File: src/design/dcbv_pkg.sv
// shared types, codes and constants of the daisy-chain burst vibration controller
`default_nettype none

package dcbv_pkg;

	// input item: serial word or modulation tick
	typedef struct packed {
		logic       cmd;
		logic [7:0] rx_byte;
		logic       rx_parity;
	} req_t;

	// result item
	typedef struct packed {
		logic       fwd_valid;
		logic [7:0] fwd_byte;
		logic       fwd_parity;
		logic       drive_on;
		logic [7:0] period_value;
		logic [7:0] compare_high;
		logic [6:0] compare_low;
		logic       outputs_opposite;
		logic [6:0] duty_level;
	} rsp_t;

	// classified operation codes
	localparam logic [2:0] OP_NONE  = 3'd0;
	localparam logic [2:0] OP_TICK  = 3'd1;
	localparam logic [2:0] OP_FWD   = 3'd2;
	localparam logic [2:0] OP_START = 3'd3;
	localparam logic [2:0] OP_STOP  = 3'd4;
	localparam logic [2:0] OP_DATA  = 3'd5;

	// operation handed from front to back
	typedef struct packed {
		logic [2:0] kind;
		logic [7:0] data;
		logic       parity;
	} op_t;

	// capture protocol phases
	localparam logic [1:0] PH_IDLE = 2'd0;
	localparam logic [1:0] PH_DUTY = 2'd1;
	localparam logic [1:0] PH_FREQ = 2'd2;

	localparam logic [7:0] PHASE_LAST   = 8'd199;
	localparam logic [7:0] HALF_PHASES  = 8'd100;
	localparam logic [6:0] DUTY_MAX     = 7'd99;
	localparam logic [6:0] LOW_COMPARE  = 7'd64;
	localparam logic [2:0] FREQ_RESET   = 3'd3;

	// pwm period per frequency select
	function automatic logic [7:0] period_lookup(input logic [2:0] sel);
		logic [7:0] p;
		case (sel)
			3'd0:    p = 8'd85;
			3'd1:    p = 8'd72;
			3'd2:    p = 8'd60;
			3'd3:    p = 8'd52;
			3'd4:    p = 8'd44;
			3'd5:    p = 8'd37;
			3'd6:    p = 8'd32;
			3'd7:    p = 8'd27;
			default: p = 8'd85;
		endcase
		return p;
	endfunction

endpackage

`default_nettype wire

File: src/design/dcbv_front.sv
// front end: parity check and decode of received words into operations
`default_nettype none

module dcbv_front (
	input  wire  dcbv_pkg::req_t req,
	output dcbv_pkg::op_t        op
);

	logic       par_ok;
	logic [5:0] addr;
	logic [7:0] fwd_b;

	assign par_ok = ((^req.rx_byte) == req.rx_parity);
	assign addr   = req.rx_byte[6:1];
	assign fwd_b  = {1'b0, addr - 6'd1, req.rx_byte[0]};

	// classify the item
	always_comb begin
		op.kind   = dcbv_pkg::OP_NONE;
		op.data   = req.rx_byte;
		op.parity = req.rx_parity;
		if (req.cmd) begin
			op.kind = dcbv_pkg::OP_TICK;
		end else if (!par_ok) begin
			op.kind = dcbv_pkg::OP_NONE;
		end else if (req.rx_byte[7]) begin
			op.kind = dcbv_pkg::OP_DATA;
		end else if (addr != 6'd0) begin
			op.kind   = dcbv_pkg::OP_FWD;
			op.data   = fwd_b;
			op.parity = ^fwd_b;
		end else if (req.rx_byte[0]) begin
			op.kind = dcbv_pkg::OP_START;
		end else begin
			op.kind = dcbv_pkg::OP_STOP;
		end
	end

endmodule

`default_nettype wire

File: src/design/dcbv_queue.sv
// small register queue of operations between front and back
`default_nettype none

module dcbv_queue #(
	parameter int DEPTH = 2
) (
	input  wire                 clk,
	input  wire                 arst_n,
	input  wire                 push,
	input  wire  dcbv_pkg::op_t push_op,
	output logic                full,
	input  wire                 pop,
	output logic                not_empty,
	output dcbv_pkg::op_t       head_op
);

	localparam int PW = (DEPTH > 1) ? $clog2(DEPTH) : 1;
	localparam int CW = $clog2(DEPTH + 1);
	localparam logic [PW-1:0] PTR_LAST = PW'(DEPTH - 1);
	localparam logic [CW-1:0] CNT_FULL = CW'(DEPTH);

	dcbv_pkg::op_t  mem_q [DEPTH];
	logic [PW-1:0]  wr_ptr_q;
	logic [PW-1:0]  rd_ptr_q;
	logic [CW-1:0]  count_q;

	assign full      = (count_q == CNT_FULL);
	assign not_empty = (count_q != '0);
	assign head_op   = mem_q[rd_ptr_q];

	// storage
	always_ff @(posedge clk) begin
		if (push) begin
			mem_q[wr_ptr_q] <= push_op;
		end
	end

	// pointers and fill count
	always_ff @(posedge clk or negedge arst_n) begin
		if (!arst_n) begin
			wr_ptr_q <= '0;
			rd_ptr_q <= '0;
			count_q  <= '0;
		end else begin
			if (push) begin
				wr_ptr_q <= (wr_ptr_q == PTR_LAST) ? '0 : wr_ptr_q + PW'(1);
			end
			if (pop) begin
				rd_ptr_q <= (rd_ptr_q == PTR_LAST) ? '0 : rd_ptr_q + PW'(1);
			end
			if (push && !pop) begin
				count_q <= count_q + CW'(1);
			end else if (pop && !push) begin
				count_q <= count_q - CW'(1);
			end
		end
	end

endmodule

`default_nettype wire

File: src/design/dcbv_back.sv
// back end: protocol state, modulation counter and result register
`default_nettype none

module dcbv_back (
	input  wire                  clk,
	input  wire                  arst_n,
	input  wire                  op_valid,
	input  wire  dcbv_pkg::op_t  op,
	output logic                 op_pop,
	output logic                 rsp_valid,
	input  wire                  rsp_ready,
	output dcbv_pkg::rsp_t       rsp
);

	logic [1:0] proto_q;
	logic [6:0] pending_q;
	logic [2:0] freq_q;
	logic [6:0] level_q;
	logic [6:0] burst_duty_q;
	logic       drive_q;
	logic [7:0] phase_q;
	logic       opposite_q;
	logic       full_q;
	logic [7:0] held_q;

	logic [1:0] proto_d;
	logic [6:0] pending_d;
	logic [2:0] freq_d;
	logic [6:0] level_d;
	logic [6:0] burst_duty_d;
	logic       drive_d;
	logic [7:0] phase_d;
	logic       opposite_d;
	logic       full_d;
	logic [7:0] held_d;
	logic       fv_d;
	logic [7:0] fb_d;
	logic       fp_d;

	logic [7:0] phase_inc;
	logic [7:0] duty_ext;
	logic       tick_full;
	logic       tick_burst;

	// take an item when the result register is free or being drained
	assign op_pop = op_valid && (!rsp_valid || rsp_ready);

	// modulation counter step
	assign phase_inc  = (phase_q == dcbv_pkg::PHASE_LAST) ? 8'd0 : phase_q + 8'd1;
	assign duty_ext   = {1'b0, burst_duty_q};
	assign tick_full  = phase_inc < duty_ext;
	assign tick_burst = tick_full || ((phase_inc >= dcbv_pkg::HALF_PHASES) &&
		(phase_inc < duty_ext + dcbv_pkg::HALF_PHASES));

	// next state per operation
	always_comb begin
		proto_d      = proto_q;
		pending_d    = pending_q;
		freq_d       = freq_q;
		level_d      = level_q;
		burst_duty_d = burst_duty_q;
		drive_d      = drive_q;
		phase_d      = phase_q;
		opposite_d   = opposite_q;
		full_d       = full_q;
		held_d       = held_q;
		fv_d         = 1'b0;
		fb_d         = 8'd0;
		fp_d         = 1'b0;
		case (op.kind)
			dcbv_pkg::OP_TICK: begin
				if (drive_q) begin
					phase_d    = phase_inc;
					opposite_d = tick_burst;
					if (tick_full && !full_q) begin
						held_d = dcbv_pkg::period_lookup(freq_q);
						full_d = 1'b1;
					end else if (!tick_full && full_q) begin
						held_d = 8'd0;
						full_d = 1'b0;
					end
				end
			end
			dcbv_pkg::OP_FWD: begin
				proto_d = dcbv_pkg::PH_IDLE;
				fv_d    = 1'b1;
				fb_d    = op.data;
				fp_d    = op.parity;
			end
			dcbv_pkg::OP_START: begin
				proto_d = dcbv_pkg::PH_DUTY;
			end
			dcbv_pkg::OP_STOP: begin
				proto_d = dcbv_pkg::PH_IDLE;
				drive_d = 1'b0;
				level_d = 7'd0;
			end
			dcbv_pkg::OP_DATA: begin
				if (proto_q == dcbv_pkg::PH_DUTY) begin
					pending_d = (op.data[6:0] > dcbv_pkg::DUTY_MAX) ?
						dcbv_pkg::DUTY_MAX : op.data[6:0];
					proto_d   = dcbv_pkg::PH_FREQ;
				end else if (proto_q == dcbv_pkg::PH_FREQ) begin
					freq_d       = op.data[2:0];
					drive_d      = 1'b1;
					level_d      = pending_q;
					burst_duty_d = pending_q;
					proto_d      = dcbv_pkg::PH_IDLE;
				end else begin
					fv_d = 1'b1;
					fb_d = op.data;
					fp_d = op.parity;
				end
			end
			default: begin
			end
		endcase
	end

	// control state
	always_ff @(posedge clk or negedge arst_n) begin
		if (!arst_n) begin
			proto_q      <= dcbv_pkg::PH_IDLE;
			pending_q    <= 7'd0;
			freq_q       <= dcbv_pkg::FREQ_RESET;
			level_q      <= 7'd0;
			burst_duty_q <= 7'd0;
			drive_q      <= 1'b0;
			phase_q      <= 8'd0;
			opposite_q   <= 1'b0;
			full_q       <= 1'b0;
			held_q       <= 8'd0;
			rsp_valid    <= 1'b0;
		end else begin
			if (op_pop) begin
				proto_q      <= proto_d;
				pending_q    <= pending_d;
				freq_q       <= freq_d;
				level_q      <= level_d;
				burst_duty_q <= burst_duty_d;
				drive_q      <= drive_d;
				phase_q      <= phase_d;
				opposite_q   <= opposite_d;
				full_q       <= full_d;
				held_q       <= held_d;
				rsp_valid    <= 1'b1;
			end else if (rsp_ready) begin
				rsp_valid    <= 1'b0;
			end
		end
	end

	// result register
	always_ff @(posedge clk) begin
		if (op_pop) begin
			rsp.fwd_valid        <= fv_d;
			rsp.fwd_byte         <= fb_d;
			rsp.fwd_parity       <= fp_d;
			rsp.drive_on         <= drive_d;
			rsp.period_value     <= dcbv_pkg::period_lookup(freq_d);
			rsp.compare_high     <= held_d;
			rsp.compare_low      <= full_d ? 7'd0 : dcbv_pkg::LOW_COMPARE;
			rsp.outputs_opposite <= opposite_d;
			rsp.duty_level       <= level_d;
		end
	end

endmodule

`default_nettype wire

File: src/design/daisy_chain_burst_vibration_ctrl.sv
// top level of the daisy-chain burst vibration controller
//
//  channel  signals                   direction  item
//  req      req_valid req_ready req   in         serial word or timer tick
//  rsp      rsp_valid rsp_ready rsp   out        one result per item
//
// one item per cycle sustained while rsp_ready is high; the front decodes in the
// accept cycle, the queue registers it, then the back updates state and rsp valid
// the operation queue lets the front keep accepting while rsp is stalled
// req_ready drops only when the queue is full
// arst_n clears all protocol and modulation state, queue and result valid
`default_nettype none

module daisy_chain_burst_vibration_ctrl #(
	parameter int QUEUE_DEPTH = 2
) (
	input  wire                   clk,
	input  wire                   arst_n,
	input  wire                   req_valid,
	output logic                  req_ready,
	input  wire  dcbv_pkg::req_t  req,
	output logic                  rsp_valid,
	input  wire                   rsp_ready,
	output dcbv_pkg::rsp_t        rsp
);

	dcbv_pkg::op_t dec_op;
	dcbv_pkg::op_t head_op;
	logic          q_full;
	logic          q_not_empty;
	logic          q_pop;

	assign req_ready = !q_full;

	// decode
	dcbv_front u_front (
		.req (req),
		.op  (dec_op)
	);

	// operation queue
	dcbv_queue #(
		.DEPTH (QUEUE_DEPTH)
	) u_queue (
		.clk       (clk),
		.arst_n    (arst_n),
		.push      (req_valid && req_ready),
		.push_op   (dec_op),
		.full      (q_full),
		.pop       (q_pop),
		.not_empty (q_not_empty),
		.head_op   (head_op)
	);

	// execute
	dcbv_back u_back (
		.clk       (clk),
		.arst_n    (arst_n),
		.op_valid  (q_not_empty),
		.op        (head_op),
		.op_pop    (q_pop),
		.rsp_valid (rsp_valid),
		.rsp_ready (rsp_ready),
		.rsp       (rsp)
	);

endmodule

`default_nettype wire
File: config.mk
export PLATFORM = sky130hd
export DESIGN_NAME = daisy_chain_burst_vibration_ctrl
export DESIGN_NICKNAME = d
export VERILOG_FILES = /design/src/design/dcbv_pkg.sv /design/src/design/dcbv_front.sv /design/src/design/dcbv_queue.sv /design/src/design/dcbv_back.sv /design/src/design/daisy_chain_burst_vibration_ctrl.sv
export SDC_FILE = /design/constraint.sdc
export NUM_CORES = 1
export LEC_CHECK = 0
export ABC_AREA = 1
export ABC_CLOCK_PERIOD_IN_PS = 3600
export BUFFER_PORTS_ARGS = -buffer_cell sky130_fd_sc_hd__buf_2
export CAP_MARGIN = 20
export CELL_PAD_IN_SITES_DETAIL_PLACEMENT = 2
export CELL_PAD_IN_SITES_GLOBAL_PLACEMENT = 2
export CORE_ASPECT_RATIO = 1.4
export CORE_MARGIN = 2
export CORE_UTILIZATION = 35
export CTS_CLUSTER_SIZE = 14
export DETAILED_ROUTE_END_ITERATION = 12
export PLACE_DENSITY = 0.84
export SETUP_SLACK_MARGIN = 0.1
export SLEW_MARGIN = 20
export SYNTH_ARGS = -nofsm -noshare
export SYNTH_HDL_FRONTEND = slang
export SYNTH_SLANG_ARGS = --single-unit
File: constraint.sdc
create_clock -name clk -period 3.6 [get_ports clk]
set_input_delay 0.72 -clock clk [delete_from_list [all_inputs] [get_ports clk]]
set_output_delay 0.72 -clock clk [all_outputs]
set_load 0.005 [all_outputs]
# Yosys cells after proc, flatten, opt, wreduce, memory -nomap -nowiden
# Memory sizes are Yosys's and may differ from the RTL's. A register that Yosys moved wholly into a read port is not among the register bits.
# Cells that the tools add are included.
word_totals:
  latch_bits: 0
  input_bits: 14
  mem_bits_ro: 112
  mem_bits_rw: 24
  memories: 3
  regBits: 92
op_classes:
  n_bitwise: 1
  shifts: 0
  n_mul: 0
  n_lt_le_gt_ge: 4
  eq_ne: 11
  div: 0
  mux: 51
  reduce_logical: 27
  add_sub_neg: 7
memory_table:
  columns: ["memory", "words", "width", "read_ports", "rd_ports_with_merged_regs", "wr", "line", "text"]
  rows:
  - ["(name not given)", 8, 7, 1, 1, 0, "dcbv_pkg.sv:55", "case (sel)"]
  - ["(name not given)", 8, 7, 1, 0, 0, "dcbv_pkg.sv:55", null]
  - ["u_queue.mem_q", 2, 12, 1, 0, 1, "dcbv_queue.sv:22", "dcbv_pkg::op_t mem_q [DEPTH];"]
op_table:
  columns: ["operator", "n"]
  rows:
  - ["two-way mux 8 bit", 8]
  - ["two-way mux 7 bit", 4]
  - ["two-way mux 9 bit", 3]
  - ["two-way mux 3 bit", 8]
  - ["two-way mux 1 bit", 18]
  - ["case mux 8 bit (2 select lines)", 1]
  - ["XOR reduction 8 bit", 2]
  - ["case mux 7 bit (2 select lines)", 1]
  - ["AND reduction 3 bit", 3]
  - ["adder 7 x 7 -> 8 bit, second input constant", 1]
  - ["adder 8 x 1 -> 8 bit, second input constant", 1]
  - ["equality test 8 bit, second input constant", 1]
  - [">= comparator 8 x 7 -> 1 bit, second input constant", 1]
  - ["less-than comparator 8 x 7 -> 1 bit", 1]
  - ["less-than comparator 8 bit", 1]
  - ["two-way mux 2 bit", 4]
  - ["greater-than comparator 7 bit, second input constant", 1]
  - ["logical AND 1 bit", 7]
  - ["equality test 3 x 2 -> 1 bit, second input constant", 2]
  - ["equality test 3 bit, second input constant", 2]
  - ["zero test 1 bit", 6]
  - ["case mux 1 bit (2 select lines)", 3]
  - ["case mux 2 bit (3 select lines)", 1]
  - ["nonzero test 2 bit", 3]
  - ["15 further kinds", 18]

# Logic depth before layout (Yosys ltp)
# Gate-level depths: netlist of run 1.
depth:
  ltp_word: 10
  mapped_depth: 18
  depth_no_buf: 18

# Cells and area by module
# From an unflattened synthesis of run 1, not the netlist that was laid out.
hier_totals:
  cells_unflattened: 640
  area_unflattened_um2: 5875.6
by_module_without_submodules:
  columns: ["module", "seq_area_each_um2", "cells_per_inst", "area_each_um2", "instances"]
  rows:
  - ["dcbv_back", 2204.6, 464, 4196.5, 1]
  - ["dcbv_queue", 820.8, 62, 1107.3, 1]
  - ["dcbv_front", 0.0, 111, 558.0, 1]
  - ["daisy_chain_burst_vibration_ctrl", 0.0, 3, 13.8, 1]

# Least setup slack after synthesis of run 1
# Ideal clock, no wire load.
synth_path:
  path_type: "input port to flip-flop"
  startpoint: "input rsp_ready"
  endpoint: "register u_back.rsp[0] (netlist name)"
  stages: 3
  setup_ns: 0.411
  t_arrival_ns: 2.257
  setup_slack_ns: 0.933
  path_cell_list: "nor2_1 > a21oi_1 > clkbuf_1"
synth_via:
  elab_chain_len: 2
synth_rtl:
  columns: ["item", "line", "text"]
  rows:
  - ["from (decl)", "daisy_chain_burst_vibration_ctrl.sv:23", "input wire rsp_ready,"]
  - ["logical OR 1 bit", "dcbv_back.sv:46", "assign op_pop = op_valid && (!rsp_valid || rsp_ready);"]
  - ["logical AND 1 bit", "dcbv_back.sv:46", null]
  - ["named net q_pop", "daisy_chain_burst_vibration_ctrl.sv:31", "logic q_pop;"]
# The timed path passes the listed nets, and every way through them passes these cells.
# A chain may end at the register's enable or synchronous reset.

# Final worst setup path of run 1
layout_path:
  startpoint: "register u_queue.rd_ptr_q"
  endpoint: "register u_back.rsp[26] (netlist name)"
layout_via:
  elab_chain_len: 4
  elab_cells_between_ends: 5
  cone_classes: "eq/ne: 1; mux: 3; memory: 1"
layout_rtl:
  columns: ["item", "line", "text"]
  rows:
  - ["from (decl)", "dcbv_queue.sv:24", "logic [PW-1:0] rd_ptr_q;"]
  - ["from (signal assigned)", "dcbv_queue.sv:49", "rd_ptr_q <= (rd_ptr_q == PTR_LAST) ? '0 : rd_ptr_q + PW'(1);"]
  - ["memory read (2 x 12 bit) *", null, null]
  - ["two-way mux 3 bit", "dcbv_back.sv:103", "end else if (proto_q == dcbv_pkg::PH_FREQ) begin"]
  - ["two-way mux 3 bit", "dcbv_back.sv:99", "if (proto_q == dcbv_pkg::PH_DUTY) begin"]
  - ["two-way mux 3 bit *", "dcbv_back.sv:70", "case (op.kind)"]
# Every way passes the cells marked *; elsewhere a longest branch is shown, timed or not.

==> results of run 1 <==
-- worst max-delay path: stages, from the launching register on --
cell	delay, ps
dfrtp_2	580
inv_2	130
nand2_1	130
nand2_1	130
nor2_4	280
inv_2	60
nor2_2	400
nand2_2	270
o21ai_2	330
ha_1	300
xnor2_1	140
-- cells in the mapped netlist (2+ instances only) --
cell and instances:
dfrtp_1 48, buf_4 8, inv_1 67, buf_2 4
or2_0 2, nand4_1 6, edfxtp_1 59, o21ai_0 47
nor3_1 4, nand3_1 17, or2_2 2, a31oi_2 2
o31ai_1 3, nor2_1 47, ha_1 28, dfstp_2 2
a22oi_1 4, nor2_4 2, xnor2_1 11, nor2_2 4
o21ai_2 3, a21oi_1 26, o21ai_1 16, inv_2 12
nand2_2 7, clkbuf_1 5, xor2_1 11, o21a_1 2
nand2_1 129, mux2i_1 5
-- repair_timing --
action / in CTS / in global routing
endpoints found under the setup margin: 0 / 11
resized for setup: 0 / 1
buffers inserted: 0 / 0
-- report_power, final --
group	internal, mW	switching [mW]	total [mW]
Combinational	0.725	1.44	2.16
Clock	0.489	0.494	0.983
Sequential	1.92	0.288	2.21
-- worst paths after layout --
| kind | start | endpoint | cells past startpoint |
|---|---|---|---|
| max | u_queue.rd_ptr_q | u_back.rsp[26] | 10 |
| min | u_queue.count_q[0] | u_queue.count_q[0] | 1 |
| max reg2reg | u_queue.rd_ptr_q | u_back.rsp[26] | 10 |
| min reg2reg | u_queue.count_q[0] | u_queue.count_q[0] | 1 |
| max in group asynchronous | arst_n | u_back.level_q[4] | 2 |
| min in group asynchronous | arst_n | u_back.phase_q[4] | 1 |
-- state kept, by name, summed over array words and instances (netlist names) --
register,cells
u_back.burst_duty_q,7
u_back.drive_q,1
u_back.freq_q,3
u_back.full_q,1
u_back.held_q,8
u_back.level_q,7
u_back.opposite_q,1
u_back.pending_q,7
u_back.phase_q,8
u_back.proto_q,2
u_back.rsp,35
u_back.rsp_valid,1
u_queue.count_q,2
u_queue.mem_q,24
u_queue.rd_ptr_q,1
u_queue.wr_ptr_q,1
-- cells by family (layout without fill, tap and decap cells) --
kind of cell               after synthesis  in the layout  synth area share, %
AOI/OAI and AO/OA                      108            108                 10.8
adders and majority gates               28             28                 6.25
DFF                                    109            109                 54.0
muxes                                    5              5                0.893
and+or+nand+nor                        225            225                 17.3
xor gates and xnor gates                22             22                 3.44
other                                    1              7               0.0669
buffers and inverters                   98            150                 7.32
-- final cells by class --
cell class	instances	share of cell area, %
inverter	80	4.73
clock inverter	7	1.06
clock buffer	9	3.55
tap	196	3.86
timing repair buffer	54	4.41
multi-input combinational	395	34.7
sequential	109	47.7
-- metal layers --
layer  track usage (%)  routed length (um)  share of wire, %
met5                 0                   0                 0
met4              6.79                 371               2.3
met3              1.97                 310               2.0
met1              20.7                5920                37
met2              39.6                9220                58
==> flow_metrics.py, run 1 <==
metrics = {
    "yosys": {
        "synth-seq-cells": 109,
        "synth_edf_count": 59,
        "synthCells": 596,
        "yosys.area.top_type": "edfxtp_1",
        "postSynth.asyncResetShare_pct": 45.9,
        "synth-warning-count": 0,
        "syn-cell-area_sq_um": 5600,
        "synthTopCellsByArea": "edfxtp_1 32%, dfrtp_1 21%, nand2_1 8.6%",
        "syn_avg_cell_area_sq_um": 9.40,
        "yosys_most_used_dff": "edfxtp_1",
        "synth_top_area_share_pct": 31.6,
        "synth_cell_types": 43,
        "yosysSeqAreaShare_pct": 54.0,
    },
    "critical_path": {
        "worst-setup-path-type": "reg -> reg",
        "reg2reg_slack_ps": 580,
        "startpoint_type": "register",
        "critPathCaptureType": "register",
        "crit_required_ps": 3690,
        "cp_max_fo": 14,
        "crit_arrival_ps": 3120,
    },
    "finish": {
        "mostFrequentLayoutCells": "129 x nand2_1, 67 x inv_1, 59 x edfxtp_1, 50 x buf_2",
        "layout.nets": 691,
        "ff_latch_area_sq_um": 3030,
        "final_area_sq_um": 6350,
        "fillers": 1704,
        "final_core_util_pct": 40.7,
        "drive_gt1_share_pct": 16.8,
        "final_cells": 850,
        "multi_input_area_sq_um": 2200,
        "syn_to_final_growth_pct": 13.3,
        "mostFrequentLayoutCell": "nand2_1",
        "insertedDiodeCount": 0,
    },
    "die": {
        "dieArea_sq_um": 17100,
        "core_region_area_sq_um": 15600,
        "start_util_pct": 35.9,
        "die_w_um": 111,
        "die_y_um": 154,
        "rows": 54,
        "io_pins": 58,
    },
    "timing": {
        "fin_crit_sh_pct": 84.0,
        "final_max_slew_viol_count": 0,
        "period_minus_slack_ps": 3020,
        "final.hold.worst_slack_ps": 492,
        "setup_viol": 0,
        "max_freq_mhz": 331,
        "slew_headroom_pct": 38.2,
        "fin_tns_setup_ps": 0,
        "clock_skew_ps": 10.5,
        "tightestPinTransition_ps": 927,
        "rsz0062_at_grt": "no",
        "fin_ws_ps": 577,
        "hold_violations": 0,
    },
    "place": {
        "port_buffers": 50,
        "gp_congestion": 0.798,
        "placed_area_sq_um": 6040,
        "place_inst": 833,
        "hpwl_mm": 11.9,
        "dp_slack_ps": 473,
    },
    "outcome": {
        "status": "complete, no violations",
    },
    "worst_hold_path": {
        "holdCritPathClass": "reg -> reg",
    },
    "route": {
        "drtIter0Drc": 124,
        "routed_wl_mm": 15.8,
        "drt_pass1_iterations": 4,
        "vias": 4351,
        "via_per_inst": 5.12,
        "drc": 0,
        "wl_per_cell_um": 18.6,
        "postRouteAntennaNets": 0,
    },
    "global_route": {
        "grt_use_total_pct": 19.6,
        "grt_overflow": 0,
        "grt_pass1_vias": 5081,
        "grt_pass1_wl_mm": 26.7,
        "antenna_found_initial": 0,
        "grt_max_degree": 39,
    },
    "pwr": {
        "p_leak_nw": 2.90,
        "power.total_mw": 5.35,
        "vdd_drop_max_uv": 264,
        "p_per_area_nw_per_um2": 843,
    },
    "clock_network": {
        "clk_pin_slew_ps": 80,
        "clk_path_buf_depth": 2,
        "h-tree-depth": 3,
        "hold_buffers": 0,
        "clkLatencyLatePin_ps": 350,
        "cts-root-buf": "clkbuf_16",
        "cts_num_sinks": 109,
        "cts_made_buffers": 9,
        "cts_tree": "built",
    },
    "job": {
        "maxCapViolCount": 0,
    },
}
Power figures use the tool's default switching activity.
==> run 2, diff against run 1 <==
- ABC_AREA: 1 -> 0
- ABC_CLOCK_PERIOD_IN_PS: 3600 -> 3100
- PLACE_DENSITY: 0.84 -> 0.8
- clock period: 3.6 -> 3.1 ns (I/O delays scaled with it)
==> flow_metrics.py, run 2 <==
metrics = {
    "place": {
        "gp_congestion": 0.790,
        "port_buffers": 50,
        "dp_slack_ps": -164,
        "hpwl_mm": 12.3,
        "placed_area_sq_um": 6640,
    },
    "timing": {
        "fin_ws_ps": -179,
        "setup_viol": 20,
        "clock_skew_ps": 10.5,
        "tightestPinTransition_ps": 887,
        "slew_headroom_pct": 40.9,
        "max_freq_mhz": 305,
        "fin_crit_sh_pct": 106,
        "period_minus_slack_ps": 3280,
        "rsz0062_at_grt": "yes",
        "final_max_slew_viol_count": 0,
        "hold_violations": 0,
    },
    "clock_network": {
        "hold_buffers": 0,
        "cts-root-buf": "clkbuf_16",
        "h-tree-depth": 3,
        "clk_pin_slew_ps": 80,
        "clk_path_buf_depth": 2,
        "cts_num_sinks": 109,
        "cts_tree": "built",
        "cts_made_buffers": 9,
        "clkLatencyLatePin_ps": 350,
    },
    "yosys": {
        "synth_cell_types": 77,
        "postSynth.asyncResetShare_pct": 45.9,
        "syn-cell-area_sq_um": 5990,
        "syn_avg_cell_area_sq_um": 11.3,
        "synth_common_cells": "59 x edfxtp_1, 54 x nand2_1, 48 x dfrtp_1, 34 x nor2_1, 28 x ha_1",
        "yosys_most_used_dff": "edfxtp_1",
        "synth_top_area_share_pct": 29.6,
        "synthTopCellsByArea": "edfxtp_1 30%, dfrtp_1 20%, ha_1 5.9%",
        "yosys.area.top_type": "edfxtp_1",
        "synthCells": 530,
        "yosysMostFrequentCell": "edfxtp_1",
        "synth-warning-count": 0,
        "synth_edf_count": 59,
        "yosysSeqAreaShare_pct": 50.5,
        "synth-seq-cells": 109,
    },
    "worst_hold_path": {
        "holdCritPathClass": "in -> async",
    },
    "critical_path": {
        "cp-endpoint": "u_back.rsp[14]",
        "startpoint_type": "register",
        "crit_required_ps": 3170,
        "r2r_end": "u_back.rsp[14]",
        "r2r_cells": 10,
        "reg2reg_from": "u_back.phase_q[4]",
        "reg2reg_slack_ps": -180,
        "critPathCaptureType": "register",
        "startpoint": "u_back.phase_q[4]",
        "worst-setup-path-type": "reg -> reg",
        "cp_max_fo": 4,
        "crit_arrival_ps": 3350,
    },
    "die": {
        "dieArea_sq_um": 18200,
        "start_util_pct": 35.7,
        "io_pins": 58,
        "rows": 56,
        "die_y_um": 159,
        "core_region_area_sq_um": 16700,
        "die_w_um": 115,
    },
    "global_route": {
        "grt_pass1_wl_mm": 28.4,
        "grt_max_degree": 36,
        "antenna_found_initial": 0,
        "grt_overflow": 0,
        "grt_pass1_vias": 5201,
        "grt_use_total_pct": 19.9,
    },
    "finish": {
        "mostFrequentLayoutCell": "edfxtp_1",
        "final_area_sq_um": 7090,
        "mostFrequentLayoutCells": "59 x edfxtp_1, 54 x nand2_1, 50 x buf_2, 48 x dfrtp_1, 44 x buf_4",
        "drive_gt1_share_pct": 26.3,
        "reg_top3": "u_back.rsp: 35 flops, u_queue.mem_q: 24 flops",
        "largest-register": "u_back.rsp",
        "layout.nets": 657,
        "largest_reg_flops": 35,
        "insertedDiodeCount": 0,
        "syn_to_final_growth_pct": 18.5,
    },
    "route": {
        "via_per_inst": 5.55,
        "wl_per_cell_um": 21.2,
        "drc": 0,
        "drt_pass1_iterations": 6,
        "postRouteAntennaNets": 0,
        "routed_wl_mm": 17.4,
        "drtIter0Drc": 202,
        "vias": 4566,
    },
    "outcome": {
        "violations": "negative setup slack",
        "status": "complete, but fails checks",
    },
    "pwr": {
        "p_leak_nw": 3.04,
        "vdd_drop_max_uv": 315,
        "power.total_mw": 6.19,
        "p_per_area_nw_per_um2": 873,
    },
    "job": {
        "maxCapViolCount": 0,
    },
}
run 2: cell types whose count changed after synthesis, moves of 8 or more:
cell | previous run | this run
nand2_1 | 129 | 54
inv_1 | 67 | 24
o21ai_0 | 47 | 25
mux2_2 | 0 | 19
o21ai_1 | 16 | 2
nor2_1 | 47 | 34
inv_2 | 12 | 0
nand2b_1 | 0 | 10
a21oi_1 | 26 | 17
mux2i_1 | 5 | 14
a22o_1 | 0 | 8
run 2: repair_timing:
item                       4_1_cts  5_1_grt
cloned                           1        0
gates resized for setup          9        3
pin swaps                       16        3
setup endpoints to repair       20       20
setup buffers                   10        1
run 2: logic make-up (layout without fill, tap and decap cells):
group	count (synthesis)	in the layout	share of synthesized area [%]
AO/OA/AOI/OAI	120	121	14.7
XOR/XNOR	27	27	4.64
adder cells (fa/ha/maj)	28	28	5.85
buffers and inverters	55	138	4.62
flip-flops	109	109	50.5
multiplexers	33	33	5.92
other	1	7	0.0626
AND/OR/NAND/NOR	157	157	13.6
run 2: power breakdown:
group	switching, mW	internal, mW	leakage (nW)	total, mW
clock	0.535	0.635	0.138	1.17
sequential	0.326	2.09	1.20	2.41
combinational	1.49	1.12	1.70	2.61
total	2.35	3.84	3.04	6.19
run 2: per-stage QoR:
step                std cells  util (%)  setup TNS (ps)  hold WS, ps
floorplan                 536         -           -1850          324
global placement          795      39.7            -434          470
detailed placement        795      39.7           -2030          494
CTS                       822      42.2           -1160          208
global route              823      42.4           -3580          223
finish                    823      42.4           -2220          207
run 2: how the worst min path moves through the flow:
stage,end,slack [ps],depth (start not counted)
after CTS,u_back.phase_q[2],210,1
after detailed placement,u_queue.count_q[1],490,1
after global placement,u_queue.count_q[1],470,1
after global routing,u_back.phase_q[2],220,1
after floorplan,u_back.burst_duty_q[0],320,0
final,u_back.phase_q[2],210,1
run 2: cell type report:
cell class	instances	area (sq um)
inverters	24	90.1
well taps	203	254
fillers	1757	9650
repair buffers	98	643
flip-flops and latches	109	3030
multi-input cells	373	2790
clock buffers	12	236
clock inverters	4	55.1
run 2: worst max-delay path, cell delays in order (launching register included):
cell	delay [ps]
dfrtp_1	390
or4b_4	550
or3_4	390
and2_4	160
ha_4	220
a21o_4	200
or4_4	520
o211a_4	210
nor2_4	170
buf_12	140
a21oi_2	30
run 2: metal layers:
metal | wire [um] | track usage (%) | vias to the layer above
met3 | 455 | 1.91 | 24
li1 | - | - | 2093
met5 | 0 | 0 | -
met2 | 10000 | 38.9 | 87
met4 | 363 | 6.65 | 0
met1 | 6580 | 21.6 | 2362
